### config.mk
export PLATFORM = sky130hd
export DESIGN_NAME = audio_matrix_mixer
export DESIGN_NICKNAME = d
export VERILOG_FILES = /design/src/amm_pkg.sv /design/src/amm_ram.sv /design/src/audio_matrix_mixer.sv
export SDC_FILE = /design/constraint.sdc
export NUM_CORES = 2
export LEC_CHECK = 0
export ABC_AREA = 1
export BUFFER_PORTS_ARGS = -buffer_cell sky130_fd_sc_hd__buf_2
export CAP_MARGIN = 30
export CORE_MARGIN = 5
export CORE_UTILIZATION = 30
export CTS_BUF_LIST = sky130_fd_sc_hd__clkbuf_8
export CTS_CLUSTER_SIZE = 14
export DETAILED_ROUTE_END_ITERATION = 6
export MAX_ROUTING_LAYER = met4
export SYNTH_ARGS = -nofsm -noshare
export SYNTH_HDL_FRONTEND = slang
export SYNTH_SLANG_ARGS = --single-unit
### constraint.sdc
create_clock -name clk_i -period 8.9 [get_ports clk_i]
set_input_delay 0.445 -clock clk_i [delete_from_list [all_inputs] [get_ports clk_i]]
set_output_delay 0.445 -clock clk_i [all_outputs]
set_load 0.05 [all_outputs]
### src/amm_pkg.sv
package amm_pkg;

  // Fixed field widths and arithmetic formats.
  localparam int SAMPLE_BITS    = 24;
  localparam int GAIN_BITS      = 16;
  localparam int GAIN_FRAC_BITS = 12;
  localparam int ACC_BITS       = 48;
  localparam int PROD_BITS      = SAMPLE_BITS + GAIN_BITS;
  localparam int SHIFT_BITS     = ACC_BITS + 1 - GAIN_FRAC_BITS;
  localparam int SRC_W          = 3;
  localparam int SNK_W          = 3;
  localparam int CFG_W          = 4;
  localparam int CFG_IDX_W      = 2;

  // Half an output step, added before the floor shift to round to nearest.
  localparam logic [ACC_BITS:0] ROUND_HALF = (ACC_BITS + 1)'(1) << (GAIN_FRAC_BITS - 1);

  // Request codes.
  localparam logic CMD_SAMPLE = 1'b0;
  localparam logic CMD_GAIN   = 1'b1;

  // Configuration register indexes.
  localparam logic [CFG_IDX_W-1:0] CFG_ACTIVE_SOURCES = 2'd0;
  localparam logic [CFG_IDX_W-1:0] CFG_ACTIVE_SINKS   = 2'd1;

  typedef struct packed {
    logic                          cmd;
    logic [SRC_W-1:0]              source_index;
    logic [SNK_W-1:0]              sink_index;
    logic signed [GAIN_BITS-1:0]   gain_value;
    logic signed [SAMPLE_BITS-1:0] sample_value;
    logic                          frame_end;
  } in_item_t;

  typedef struct packed {
    logic [SNK_W-1:0]              out_sink;
    logic signed [SAMPLE_BITS-1:0] out_sample;
    logic                          last_of_run;
  } out_item_t;

  typedef enum logic [4:0] {
    ST_IDLE    = 5'b00001,
    ST_MAC     = 5'b00010,
    ST_DRAIN   = 5'b00100,
    ST_EMIT_RD = 5'b01000,
    ST_EMIT_LD = 5'b10000
  } state_e;

endpackage

### src/amm_ram.sv
module amm_ram #(
  parameter int WIDTH = 16,
  parameter int DEPTH = 64
) (
  input  logic                                 clk_i,
  input  logic                                 we_i,
  input  logic [(DEPTH > 1 ? $clog2(DEPTH) : 1)-1:0] waddr_i,
  input  logic [WIDTH-1:0]                     wdata_i,
  input  logic [(DEPTH > 1 ? $clog2(DEPTH) : 1)-1:0] raddr_i,
  output logic [WIDTH-1:0]                     rdata_o
);

  logic [WIDTH-1:0] mem_q [DEPTH];
  logic [WIDTH-1:0] rdata_q;

  always_ff @(posedge clk_i) begin
    if (we_i) begin
      mem_q[waddr_i] <= wdata_i;
    end
    rdata_q <= mem_q[raddr_i];
  end

  assign rdata_o = rdata_q;

endmodule

### src/audio_matrix_mixer.sv
// Channel   Direction  Handshake                  Payload
// in        input      in_valid_i / in_stall_o    in_data_i  (amm_pkg::in_item_t)
// out       output     out_valid_o / out_stall_i  out_data_o (amm_pkg::out_item_t)
// cfg       input      cfg_we_i                   cfg_idx_i, cfg_data_i
//
// A gain write does not stall the input. A sample item of an active source
// stalls the input once taken, while N active sinks are walked one per cycle
// through the read-multiply-write pipeline and the pipeline then drains.
// A frame end then adds an emit walk with one accumulator read per sink result.
// Reset clears the gain valid bits and accumulator valid bits at once, so no
// clearing pass is needed. A stalled output holds the block in its emit phase.
module audio_matrix_mixer #(
  parameter int MAX_SOURCES = 8,
  parameter int MAX_SINKS   = 8
) (
  input  logic                                clk_i,
  input  logic                                rst_ni,
  input  logic                                in_valid_i,
  output logic                                in_stall_o,
  input  amm_pkg::in_item_t                   in_data_i,
  output logic                                out_valid_o,
  input  logic                                out_stall_i,
  output amm_pkg::out_item_t                  out_data_o,
  input  logic                                cfg_we_i,
  input  logic [amm_pkg::CFG_IDX_W-1:0]       cfg_idx_i,
  input  logic [amm_pkg::CFG_W-1:0]           cfg_data_i
);

  // Only rows and columns reachable by the 3-bit indexes are stored. Columns
  // beyond that are never written, so their gain is always zero.
  localparam int Rows      = (MAX_SOURCES < 8) ? MAX_SOURCES : 8;
  localparam int Cols      = (MAX_SINKS < 8) ? MAX_SINKS : 8;
  localparam int GainDepth = Rows * Cols;
  localparam int GaW       = (GainDepth > 1) ? $clog2(GainDepth) : 1;
  localparam int KW        = (MAX_SINKS > 1) ? $clog2(MAX_SINKS) : 1;
  localparam int SnkCntW   = ($clog2(MAX_SINKS + 1) > amm_pkg::CFG_W) ?
                             $clog2(MAX_SINKS + 1) : amm_pkg::CFG_W;
  localparam int SrcCntW   = ($clog2(MAX_SOURCES + 1) > amm_pkg::CFG_W) ?
                             $clog2(MAX_SOURCES + 1) : amm_pkg::CFG_W;

  amm_pkg::state_e state_q, state_d;

  logic [amm_pkg::CFG_W-1:0] act_src_q, act_snk_q;
  logic [SrcCntW-1:0]        src_cnt;
  logic [SnkCntW-1:0]        snk_cnt;

  // Latched sample request.
  logic [amm_pkg::SRC_W-1:0]              src_q;
  logic signed [amm_pkg::SAMPLE_BITS-1:0] sample_q;
  logic                                   frame_q;

  // Sink counter shared by the accumulate walk and the emit walk.
  logic [SnkCntW-1:0] k_q, k_d;
  logic               k_last;

  logic in_acc, is_gain, src_active;

  // Gain memory.
  logic [GainDepth-1:0]             gain_vld_q;
  logic                             gain_we;
  logic [GaW-1:0]                   gain_waddr, gain_raddr;
  logic [amm_pkg::GAIN_BITS-1:0]    gain_rdata;
  logic                             gain_col_ok;

  // Accumulator memory.
  logic [MAX_SINKS-1:0]             acc_vld_q;
  logic                             acc_clr;
  logic [KW-1:0]                    acc_raddr;
  logic [amm_pkg::ACC_BITS-1:0]     acc_rdata;

  // Pipeline stages of the multiply-accumulate walk.
  logic                                 s1_vld_q, s1_aok_q, s1_gok_q;
  logic [KW-1:0]                        s1_k_q;
  logic                                 s2_vld_q;
  logic [KW-1:0]                        s2_k_q;
  logic signed [amm_pkg::ACC_BITS-1:0]  s2_acc_q;
  logic signed [amm_pkg::PROD_BITS-1:0] s2_prod_q;
  logic signed [amm_pkg::GAIN_BITS-1:0] gain_s1;
  logic signed [amm_pkg::PROD_BITS-1:0] prod;
  logic [amm_pkg::ACC_BITS:0]           sum;
  logic [amm_pkg::ACC_BITS-1:0]         sum_sat;

  // Output rounding and the output register.
  logic [amm_pkg::ACC_BITS-1:0]      eacc;
  logic [amm_pkg::ACC_BITS:0]        rnd;
  logic [amm_pkg::SHIFT_BITS-1:0]    shifted;
  logic [amm_pkg::SHIFT_BITS-amm_pkg::SAMPLE_BITS:0] hi_bits;
  logic [amm_pkg::SAMPLE_BITS-1:0]   res_sample;
  logic                              out_vld_q, out_free, out_load;
  amm_pkg::out_item_t                out_q;

  // Counts above the built maximum act as the maximum.
  assign src_cnt = (SrcCntW'(act_src_q) > SrcCntW'(MAX_SOURCES)) ?
                   SrcCntW'(MAX_SOURCES) : SrcCntW'(act_src_q);
  assign snk_cnt = (SnkCntW'(act_snk_q) > SnkCntW'(MAX_SINKS)) ?
                   SnkCntW'(MAX_SINKS) : SnkCntW'(act_snk_q);

  assign in_stall_o = (state_q != amm_pkg::ST_IDLE);
  assign in_acc     = in_valid_i && (state_q == amm_pkg::ST_IDLE);
  assign is_gain    = (in_data_i.cmd == amm_pkg::CMD_GAIN);
  assign src_active = (SrcCntW'(in_data_i.source_index) < src_cnt);
  assign k_last     = ((k_q + SnkCntW'(1)) == snk_cnt);

  always_ff @(posedge clk_i or negedge rst_ni) begin
    if (!rst_ni) begin
      act_src_q <= amm_pkg::CFG_W'(8);
      act_snk_q <= amm_pkg::CFG_W'(8);
    end else if (cfg_we_i) begin
      if (cfg_idx_i == amm_pkg::CFG_ACTIVE_SOURCES) begin
        act_src_q <= cfg_data_i;
      end else if (cfg_idx_i == amm_pkg::CFG_ACTIVE_SINKS) begin
        act_snk_q <= cfg_data_i;
      end
    end
  end

  always_ff @(posedge clk_i) begin
    if (in_acc && !is_gain) begin
      src_q    <= in_data_i.source_index;
      sample_q <= in_data_i.sample_value;
      frame_q  <= in_data_i.frame_end;
    end
  end

  // Sequencer: accumulate walk, pipeline drain, then the emit walk on a
  // frame end.
  always_comb begin
    state_d  = state_q;
    k_d      = k_q;
    acc_clr  = 1'b0;
    out_load = 1'b0;
    case (state_q)
      amm_pkg::ST_IDLE: begin
        if (in_acc && !is_gain) begin
          k_d = '0;
          if (src_active && (snk_cnt != '0)) begin
            state_d = amm_pkg::ST_MAC;
          end else if (in_data_i.frame_end) begin
            if (snk_cnt != '0) begin
              state_d = amm_pkg::ST_EMIT_RD;
            end else begin
              acc_clr = 1'b1;
            end
          end
        end
      end
      amm_pkg::ST_MAC: begin
        k_d = k_q + SnkCntW'(1);
        if (k_last) begin
          state_d = amm_pkg::ST_DRAIN;
        end
      end
      amm_pkg::ST_DRAIN: begin
        if (!s1_vld_q && !s2_vld_q) begin
          k_d     = '0;
          state_d = frame_q ? amm_pkg::ST_EMIT_RD : amm_pkg::ST_IDLE;
        end
      end
      amm_pkg::ST_EMIT_RD: begin
        state_d = amm_pkg::ST_EMIT_LD;
      end
      amm_pkg::ST_EMIT_LD: begin
        if (out_free) begin
          out_load = 1'b1;
          if (k_last) begin
            acc_clr = 1'b1;
            state_d = amm_pkg::ST_IDLE;
          end else begin
            k_d     = k_q + SnkCntW'(1);
            state_d = amm_pkg::ST_EMIT_RD;
          end
        end
      end
      default: begin
        state_d = amm_pkg::ST_IDLE;
      end
    endcase
  end

  always_ff @(posedge clk_i or negedge rst_ni) begin
    if (!rst_ni) begin
      state_q <= amm_pkg::ST_IDLE;
      k_q     <= '0;
    end else begin
      state_q <= state_d;
      k_q     <= k_d;
    end
  end

  // Gain table: written straight from a gain request, read by the walk.
  assign gain_we = in_acc && is_gain && (int'(in_data_i.source_index) < Rows) &&
                   (int'(in_data_i.sink_index) < Cols);
  assign gain_waddr = GaW'(int'(in_data_i.source_index) * Cols +
                           int'(in_data_i.sink_index));
  assign gain_raddr  = GaW'(int'(src_q) * Cols + int'(k_q));
  assign gain_col_ok = (int'(k_q) < Cols);

  always_ff @(posedge clk_i or negedge rst_ni) begin
    if (!rst_ni) begin
      gain_vld_q <= '0;
    end else if (gain_we) begin
      gain_vld_q[gain_waddr] <= 1'b1;
    end
  end

  amm_ram #(
    .WIDTH(amm_pkg::GAIN_BITS),
    .DEPTH(GainDepth)
  ) u_gain_ram (
    .clk_i  (clk_i),
    .we_i   (gain_we),
    .waddr_i(gain_waddr),
    .wdata_i(in_data_i.gain_value),
    .raddr_i(gain_raddr),
    .rdata_o(gain_rdata)
  );

  // Accumulators: an entry whose valid bit is clear reads as zero, so a
  // frame end clears them all at once.
  assign acc_raddr = k_q[KW-1:0];

  always_ff @(posedge clk_i or negedge rst_ni) begin
    if (!rst_ni) begin
      acc_vld_q <= '0;
    end else if (acc_clr) begin
      acc_vld_q <= '0;
    end else if (s2_vld_q) begin
      acc_vld_q[s2_k_q] <= 1'b1;
    end
  end

  amm_ram #(
    .WIDTH(amm_pkg::ACC_BITS),
    .DEPTH(MAX_SINKS)
  ) u_acc_ram (
    .clk_i  (clk_i),
    .we_i   (s2_vld_q),
    .waddr_i(s2_k_q),
    .wdata_i(sum_sat),
    .raddr_i(acc_raddr),
    .rdata_o(acc_rdata)
  );

  // Stage one: memory data arrives, multiply. Stage two: add, saturate and
  // write back. The walk touches each sink once, so the write-back of an earlier
  // sink never hits the entry being read.
  assign gain_s1 = s1_gok_q ? $signed(gain_rdata) : '0;
  assign prod    = sample_q * gain_s1;

  always_ff @(posedge clk_i or negedge rst_ni) begin
    if (!rst_ni) begin
      s1_vld_q <= 1'b0;
      s2_vld_q <= 1'b0;
    end else begin
      s1_vld_q <= (state_q == amm_pkg::ST_MAC);
      s2_vld_q <= s1_vld_q;
    end
  end

  always_ff @(posedge clk_i) begin
    s1_k_q    <= k_q[KW-1:0];
    s1_aok_q  <= acc_vld_q[acc_raddr];
    s1_gok_q  <= gain_col_ok && gain_vld_q[gain_raddr];
    s2_k_q    <= s1_k_q;
    s2_acc_q  <= s1_aok_q ? $signed(acc_rdata) : '0;
    s2_prod_q <= prod;
  end

  assign sum = {s2_acc_q[amm_pkg::ACC_BITS-1], s2_acc_q} +
               {{(amm_pkg::ACC_BITS + 1 - amm_pkg::PROD_BITS){s2_prod_q[amm_pkg::PROD_BITS-1]}},
                s2_prod_q};

  // The accumulator sticks at the 48-bit limits when a long frame overflows.
  always_comb begin
    if (sum[amm_pkg::ACC_BITS] != sum[amm_pkg::ACC_BITS-1]) begin
      sum_sat = {sum[amm_pkg::ACC_BITS], {(amm_pkg::ACC_BITS - 1){~sum[amm_pkg::ACC_BITS]}}};
    end else begin
      sum_sat = sum[amm_pkg::ACC_BITS-1:0];
    end
  end

  // Round to nearest with ties toward plus infinity, floor shift, then
  // saturate to the sample range.
  assign eacc    = s1_aok_q ? acc_rdata : '0;
  assign rnd     = {eacc[amm_pkg::ACC_BITS-1], eacc} + amm_pkg::ROUND_HALF;
  assign shifted = rnd[amm_pkg::ACC_BITS:amm_pkg::GAIN_FRAC_BITS];
  assign hi_bits = shifted[amm_pkg::SHIFT_BITS-1:amm_pkg::SAMPLE_BITS-1];

  always_comb begin
    if (&hi_bits || ~|hi_bits) begin
      res_sample = shifted[amm_pkg::SAMPLE_BITS-1:0];
    end else begin
      res_sample = {hi_bits[amm_pkg::SHIFT_BITS-amm_pkg::SAMPLE_BITS],
                    {(amm_pkg::SAMPLE_BITS - 1){~hi_bits[amm_pkg::SHIFT_BITS-amm_pkg::SAMPLE_BITS]}}};
    end
  end

  // The output register lets the last result of a frame wait while new
  // requests are taken.
  assign out_free = !out_vld_q || !out_stall_i;

  always_ff @(posedge clk_i or negedge rst_ni) begin
    if (!rst_ni) begin
      out_vld_q <= 1'b0;
    end else if (out_load) begin
      out_vld_q <= 1'b1;
    end else if (!out_stall_i) begin
      out_vld_q <= 1'b0;
    end
  end

  always_ff @(posedge clk_i) begin
    if (out_load) begin
      out_q.out_sink    <= amm_pkg::SNK_W'(k_q);
      out_q.out_sample  <= res_sample;
      out_q.last_of_run <= k_last;
    end
  end

  assign out_valid_o = out_vld_q;
  assign out_data_o  = out_q;

  // The write-back of the walk never targets the entry read in that cycle.
  a_mac_no_overlap: assert property (@(posedge clk_i) disable iff (!rst_ni)
    (s2_vld_q && (state_q == amm_pkg::ST_MAC)) |-> (s2_k_q != acc_raddr))
    else $error("accumulator write overlaps read");

  // No accumulate work is left in flight once the block takes requests.
  a_idle_empty: assert property (@(posedge clk_i) disable iff (!rst_ni)
    (state_q == amm_pkg::ST_IDLE) |-> (!s1_vld_q && !s2_vld_q))
    else $error("pipeline busy while idle");

  // A result appears only from the emit walk.
  a_out_source: assert property (@(posedge clk_i) disable iff (!rst_ni)
    $rose(out_vld_q) |-> $past(state_q == amm_pkg::ST_EMIT_LD))
    else $error("result loaded outside emit");

  // The last result of a frame leaves all accumulators cleared.
  a_frame_clear: assert property (@(posedge clk_i) disable iff (!rst_ni)
    (out_load && k_last) |=> (acc_vld_q == '0))
    else $error("accumulators not cleared after frame");

endmodule

# Word level (Yosys, flattened, before mapping)
# Memories as Yosys holds them, arrays and structs flattened. A register that Yosys moved wholly into a read port is not among the register bits.
# Index checks and enable logic that the tools add are counted.
[totals] ff_bits=244 ram_bits=1408 out_inout_bits=30 mem_count=2
[classes] addsub=5 multipliers=1 order_cmp=10 n_eq_ne=17 n_mux=46 n_bitwise=5 n_reduce_logical=26
[memory_table] name="u_gain_ram.mem_q" depth=64 width=16 rd=1 rd_clocked_by_memory_dff=1 write_ports=1 line="amm_ram.sv:13" text="logic [WIDTH-1:0] mem_q [DEPTH];"
[memory_table] name="u_acc_ram.mem_q" depth=8 width=48 rd=1 rd_clocked_by_memory_dff=1 write_ports=1 line="amm_ram.sv:13"
[op_table] cell="two-way mux 48 bit" count=2
[op_table] cell="bitwise OR 64 bit" count=1
[op_table] cell="adder 48 x 13 -> 49 bit, second input constant" count=1
[op_table] cell="adder 48 x 40 -> 49 bit" count=1
[op_table] cell="multiplier 24 x 16 -> 40 bit" count=1
[op_table] cell="two-way mux 5 bit" count=7
[op_table] cell="two-way mux 4 bit" count=8
[op_table] cell="case mux 5 bit (5 select lines)" count=1
[op_table] cell="two-way mux 24 bit" count=1
[op_table] cell="two-way mux 1 bit" count=18
[op_table] cell="two-way mux 16 bit" count=1
[op_table] cell="two-way mux 8 bit" count=2
[op_table] cell="case mux 4 bit (4 select lines)" count=1
[op_table] cell="< comparator 6 x 7 -> 1 bit, second input constant" count=2
[op_table] cell="AND reduction 14 bit" count=1
[op_table] cell="OR reduction 14 bit" count=1
[op_table] cell="greater-than comparator 4 bit, second input constant" count=2
[op_table] cell="logical AND 1 bit" count=8
[op_table] cell="< comparator 3 x 4 -> 1 bit, second input constant" count=2
[op_table] cell="inequality test 2 bit, second input constant" count=4
[op_table] cell="bitwise OR 8 bit" count=1
[op_table] cell="nonzero test 4 bit" count=2
[op_table] cell="adder 6 x 3 -> 6 bit" count=1
[op_table] cell="adder 6 x 4 -> 6 bit" count=1
[op_table] cell="31 further kinds" count=40

# Longest topological paths before layout
[depth] ltp_word=9 ltp_mapped=29 ltp_nobuf=26

# Cells and area by module
# From an unflattened synthesis, not the netlist that was laid out.
[hier_totals] hier_cells=8792 hier_area_um2=87248.7
[modules_own_cells] mod="amm_ram at u_gain_ram" n_inst=1 cells_per_inst=3517 area_each_um2=42099.1 seq_area_each_um2=31069.8
[modules_own_cells] mod="audio_matrix_mixer" n_inst=1 cells_per_inst=3550 area_each_um2=27478.9 seq_area_each_um2=5909.4
[modules_own_cells] mod="amm_ram at u_acc_ram" n_inst=1 cells_per_inst=1725 area_each_um2=17670.7 seq_area_each_um2=12492.0

# Least setup slack after synthesis
# OpenSTA, ideal clock, no wires.
[synth_timing] kind="reg2reg" startpoint="register s1_gok_q" endpoint="register s2_prod_q[39] in the netlist's numbering" setup_time_ns=0.114 arrival_ns=6.028 setup_slack_ns=2.758 stages_incl_launch_ff=25 synth_period_minus_slack_ns=6.142 cell_sequence="dfxtp_1 > clkbuf_1 > clkbuf_1 > nand2_1 > inv_1 > clkbuf_1 > nand2_1 > fa_1 > inv_1 > fa_1 > fa_1 > inv_1 > fa_1 > inv_1 > fa_1 > fa_1 > ha_1 > nand2_1 > nor2_1 > inv_1 > nor4_1 > nand2_1 > and2_1 > nand3_1 > nand2_1"
[synth_between] elab_chain_cells=2
[synth_rtl] item="start, declared" line="audio_matrix_mixer.sv:72" text="logic s1_vld_q, s1_aok_q, s1_gok_q;"
[synth_rtl] item="start signal, assigned" line="audio_matrix_mixer.sv:263" text="s1_gok_q <= gain_col_ok && gain_vld_q[gain_raddr];"
[synth_rtl] item="two-way mux 16 bit" line="audio_matrix_mixer.sv:247" text="assign gain_s1 = s1_gok_q ? $signed(gain_rdata) : '0;"
[synth_rtl] item="multiplier 24 x 16 -> 40 bit" line="audio_matrix_mixer.sv:248" text="assign prod = sample_q * gain_s1;"
[synth_rtl] item="net prod (one bit)" line="audio_matrix_mixer.sv:79" text="logic signed [amm_pkg::PROD_BITS-1:0] prod;"
[synth_rtl] item="end signal, assigned" line="audio_matrix_mixer.sv:266" text="s2_prod_q <= prod;"
[synth_rtl] item="end, declared" line="audio_matrix_mixer.sv:77" text="logic signed [amm_pkg::PROD_BITS-1:0] s2_prod_q;"
# The timed path passes the listed nets, and every way through them passes these cells.
# A chain may end at the register's enable or synchronous reset.

# Final worst setup path
[layout_timing] startpoint="register s1_gok_q" endpoint="register s2_prod_q[23] in the netlist's numbering"
# Same word-level chain as after synthesis.

==> report_table.html <==
<table>
<tr><th>Metric</th><th>Value</th></tr>
<tr><th colspan="2">Run status</th></tr>
<tr><td>Outcome</td><td>completed</td></tr>
<tr><th colspan="2">STA</th></tr>
<tr><td>Slew at the pin closest to its max-slew limit</td><td>1.065 ns</td></tr>
<tr><td>Maximum clock frequency</td><td>127.9 MHz</td></tr>
<tr><td>Max-slew violation count</td><td>0</td></tr>
<tr><td>Worst max-slew margin expressed relative to the limit</td><td>28.27%</td></tr>
<tr><td>Sum of negative setup slack</td><td>0 ns</td></tr>
<tr><td>Hold Slack</td><td>0.1170 ns</td></tr>
<tr><td>Number of setup violations in the final report</td><td>0</td></tr>
<tr><td>Clock period minus worst slack</td><td>7.817 ns</td></tr>
<tr><td>Count of endpoints failing hold in the final timing report</td><td>0</td></tr>
<tr><td>Setup repair after global routing missed its margin</td><td>false</td></tr>
<tr><td>Worst clock skew</td><td>0.09946 ns</td></tr>
<tr><td>Post-route fraction of the period consumed by the critical path</td><td>87.83%</td></tr>
<tr><th colspan="2">Synthesis</th></tr>
<tr><td>Commonest cells in the netlist</td><td>edfxtp_1 (1464), nor2_1 (1464), o21ai_0 (986)</td></tr>
<tr><td>Post-synth EDFFs</td><td>1464</td></tr>
<tr><td>Post-synthesis cell count</td><td>7714</td></tr>
<tr><td>Warnings, synthesis</td><td>0</td></tr>
<tr><td>Cell taking the most area after synthesis</td><td>edfxtp_1</td></tr>
<tr><td>Sequential area share after synthesis</td><td>59.20%</td></tr>
<tr><td>Number of nets produced by synthesis</td><td>8300</td></tr>
<tr><td>Synthesis-stage register bit count</td><td>1716</td></tr>
<tr><td>Post-synthesis async set-or-reset flop share</td><td>5.361%</td></tr>
<tr><td>Yosys cell types</td><td>45</td></tr>
<tr><td>Dominant cells by area after synthesis</td><td>edfxtp_1 (53%), fa_1 (9.0%), nor2_1 (6.6%)</td></tr>
<tr><td>Most used DFF post-synth</td><td>edfxtp_1</td></tr>
<tr><td>Netlist area before placement</td><td>83570 um^2</td></tr>
<tr><td>Fraction of synthesized cell area taken by the top area cell type</td><td>52.61%</td></tr>
<tr><td>Mean Syn Cell Area</td><td>10.83 um^2</td></tr>
<tr><th colspan="2">GRT</th></tr>
<tr><td>Remaining Overflow, GRT</td><td>0</td></tr>
<tr><td>Vias in the first global route</td><td>58640</td></tr>
<tr><td>GRT Resource Usage Total</td><td>17.79%</td></tr>
<tr><td>First-pass GRT wire length</td><td>380.3 mm</td></tr>
<tr><td>Maximum number of pins on one net before global-route repair</td><td>171</td></tr>
<tr><td>Initial antenna violation count</td><td>14</td></tr>
<tr><th colspan="2">Placed design</th></tr>
<tr><td>HPWL Detailed</td><td>163.3 mm</td></tr>
<tr><td>Port Buf Inserts</td><td>88</td></tr>
<tr><td>Routability cong.</td><td>0.9426</td></tr>
<tr><th colspan="2">Clock network</th></tr>
<tr><td>Number of buffers inserted by post-CTS setup repair</td><td>0</td></tr>
<tr><td>Number of buffers inserted during clock tree synthesis</td><td>289</td></tr>
<tr><td>TritonCTS clock tree</td><td>done</td></tr>
<tr><td>Clock sink count</td><td>1716</td></tr>
<tr><td>H-Tree Depth</td><td>5</td></tr>
<tr><td>Clock root buffer</td><td>clkbuf_8</td></tr>
<tr><td>Clock transition at the registers of the reported paths</td><td>0.06 ns</td></tr>
<tr><td>Max clock buf depth</td><td>4</td></tr>
<tr><td>Clk Latency, worst-skew pair</td><td>0.94 ns</td></tr>
<tr><th colspan="2">Critical path</th></tr>
<tr><td>Worst-path cell chain</td><td>nand2_1 -&gt; inv_1 -&gt; nand2_1 -&gt; fa_1 -&gt; inv_1 -&gt; fa_1 -&gt; inv_1 -&gt; fa_1 -&gt; inv_1 -&gt; fa_1 -&gt; fa_1 -&gt; inv_1 -&gt; fa_1 -&gt; inv_1 -&gt; ha_1 -&gt; nand2_1 -&gt; nand2_1 -&gt; a31oi_1 -&gt; nand2_1 -&gt; nand2_1 -&gt; o211ai_1 -&gt; a21oi_1 -&gt; xor2_1</td></tr>
<tr><td>Critical path required time</td><td>9.67 ns</td></tr>
<tr><td>Type of the setup path with the least slack</td><td>reg -&gt; reg</td></tr>
<tr><td>Maximum fanout along the worst path</td><td>16</td></tr>
<tr><td>Start point of the critical path</td><td>s1_gok_q</td></tr>
<tr><td>Top Family by Delay on Critical Path</td><td>adder cells</td></tr>
<tr><td>Startpoint kind of the worst setup timing path</td><td>register</td></tr>
<tr><td>Reg2reg start</td><td>s1_gok_q</td></tr>
<tr><td>Slowest stage delay, CP</td><td>0.73 ns</td></tr>
<tr><td>Data arrival time at the worst-slack endpoint</td><td>8.59 ns</td></tr>
<tr><td>Buf/Inv on CP</td><td>6</td></tr>
<tr><td>Endpoint class of the critical path</td><td>register</td></tr>
<tr><td>Critical-path cell with the highest stage delay</td><td>dfxtp_1</td></tr>
<tr><th colspan="2">Run</th></tr>
<tr><td>Max-Cap Viols</td><td>0</td></tr>
<tr><th colspan="2">Layout</th></tr>
<tr><td>Final net count</td><td>8474</td></tr>
<tr><td>Synthesis-to-finish area growth</td><td>12.55%</td></tr>
<tr><td>Fraction of layout instances using a drive strength above 1</td><td>8.783%</td></tr>
<tr><td>Number of fill cells in the layout</td><td>27740</td></tr>
<tr><th colspan="2">Detailed routing</th></tr>
<tr><td>Routed length per placed instance</td><td>21.72 um</td></tr>
<tr><td>Total iterations of the first detailed-routing run</td><td>6</td></tr>
<tr><td>Drt first-iter violations</td><td>6044</td></tr>
<tr><td>Remaining routing DRC violations</td><td>0</td></tr>
<tr><td>Antenna-violating nets left</td><td>0</td></tr>
<tr><td>Via count of the routed design</td><td>59240</td></tr>
<tr><td>Total length of routed wires</td><td>256.8 mm</td></tr>
<tr><td>DR vias/cell</td><td>5.012</td></tr>
<tr><th colspan="2">Min path</th></tr>
<tr><td>Path type of the worst min-delay path</td><td>in -&gt; async</td></tr>
<tr><th colspan="2">Floorplan</th></tr>
<tr><td>Die Outline Area</td><td>289200 um^2</td></tr>
<tr><td>Initial Util</td><td>30.17%</td></tr>
<tr><td>Floorplan core area</td><td>277000 um^2</td></tr>
<tr><td>I/O Pins</td><td>89</td></tr>
<tr><td>Number of rows created at floorplan</td><td>193</td></tr>
<tr><td>Chip Width</td><td>537.8 um</td></tr>
<tr><td>Chip height</td><td>537.8 um</td></tr>
</table>
placed cells by master (no fill, tap or decap), drive strengths merged, types with 8 or more instances in the layout:
| master | count |
|---|---|
| nor2 | 1481 |
| edfxtp | 1464 |
| o21ai | 986 |
| inv | 862 |
| nand2 | 837 |
| fa | 375 |
| o22ai | 322 |
| clkbuf | 320 |
| buf | 230 |
| dfxtp | 160 |
| ha | 152 |
| nand3 | 150 |
| a21oi | 134 |
| dfrtp | 89 |
| clkinv | 83 |
| xor2 | 64 |
| a31oi | 59 |
| or2 | 56 |
| o211ai | 47 |
| xnor2 | 39 |
| dlygate4sd3 | 34 |
| o221ai | 33 |
| nand4 | 30 |
| o21bai | 29 |
| nor3 | 22 |
| diode | 8 |
| a21o | 8 |
sequential cells by signal, indices dropped and copies added (netlist names), 4 cells and up:
name	cells
acc_vld_q	8
act_snk_q	4
act_src_q	4
gain_vld_q	64
k_q	4
out_data_o	28
s2_acc_q	48
s2_prod_q	40
sample_q	24
state_q	5
u_acc_ram.mem_q	384
u_acc_ram.rdata_o	48
u_gain_ram.mem_q	1024
u_gain_ram.rdata_o	16
final timing paths:
check | to | slack (ns) | depth (start not counted)
setup / recovery | s2_prod_q[23] | 1.08 | 23
hold / removal | gain_vld_q[29] | 0.12 | 2
setup reg to reg | s2_prod_q[23] | 1.08 | 23
hold reg to reg | s2_k_q[0] | 0.33 | 0
max in group asynchronous | k_q[2] | 7.43 | 3
min in group clk_i | gain_vld_q[50] | 0.17 | 4
routing by layer:
layer / share of wire [%] / vias to the layer above / global-route usage (%) / routed length, um
li1: - / 26690 / - / -
met1: 43 / 29810 / 23.90 / 110000
met2: 47 / 2317 / 28.15 / 120800
met3: 7.4 / 418 / 2.768 / 19010
met4: 2.7 / 0 / 4.797 / 6887
met5: 0 / - / - / 0
final cells by class:
class	instances	area (um^2)	area share, %
clock buffer	316	4349	4.624
antenna	8	20.02	0.02128
multi-input combinational	4851	29750	31.63
tap	3705	4636	4.929
sequential	1716	49480	52.61
timing repair buffer	268	1979	2.105
clock inverter	194	953.4	1.014
inverter	762	2884	3.066
through the flow:
stage / cells / worst slack, ns / utilization [%] / area [um^2]
3_5_place_dp: 11260 / 1.076 / 31.88 / 88310
4_1_cts: 11810 / 1.080 / 33.92 / 93950
2_1_floorplan: 7714 / 2.758 / - / 83570
5_1_grt: 11820 / 0.7343 / 33.96 / 94050
6_report: 11820 / 1.083 / 33.96 / 94050
3_3_place_gp: 11260 / 1.068 / 31.87 / 88260
repair_timing:
| item | CTS | global route |
|---|---|---|
| hold endpoints to repair | 88 | 0 |
| hold buffers | 34 | 0 |
| gates resized for setup | 0 | 0 |
cells by family after synthesis:
kind of cell | after synthesis | synth area share, %
AND/OR/NAND/NOR | 2589 | 12.37
flip-flops | 1716 | 59.20
AO/OA/AOI/OAI | 1632 | 10.79
buffers and inverters | 1147 | 5.303
adder cells (fa/ha/maj) | 527 | 11.26
XOR/XNOR | 103 | 1.080
Power is left out: the tool's default activity adds up to more than one toggle a clock period on the data nets, which glitch-free logic cannot reach.
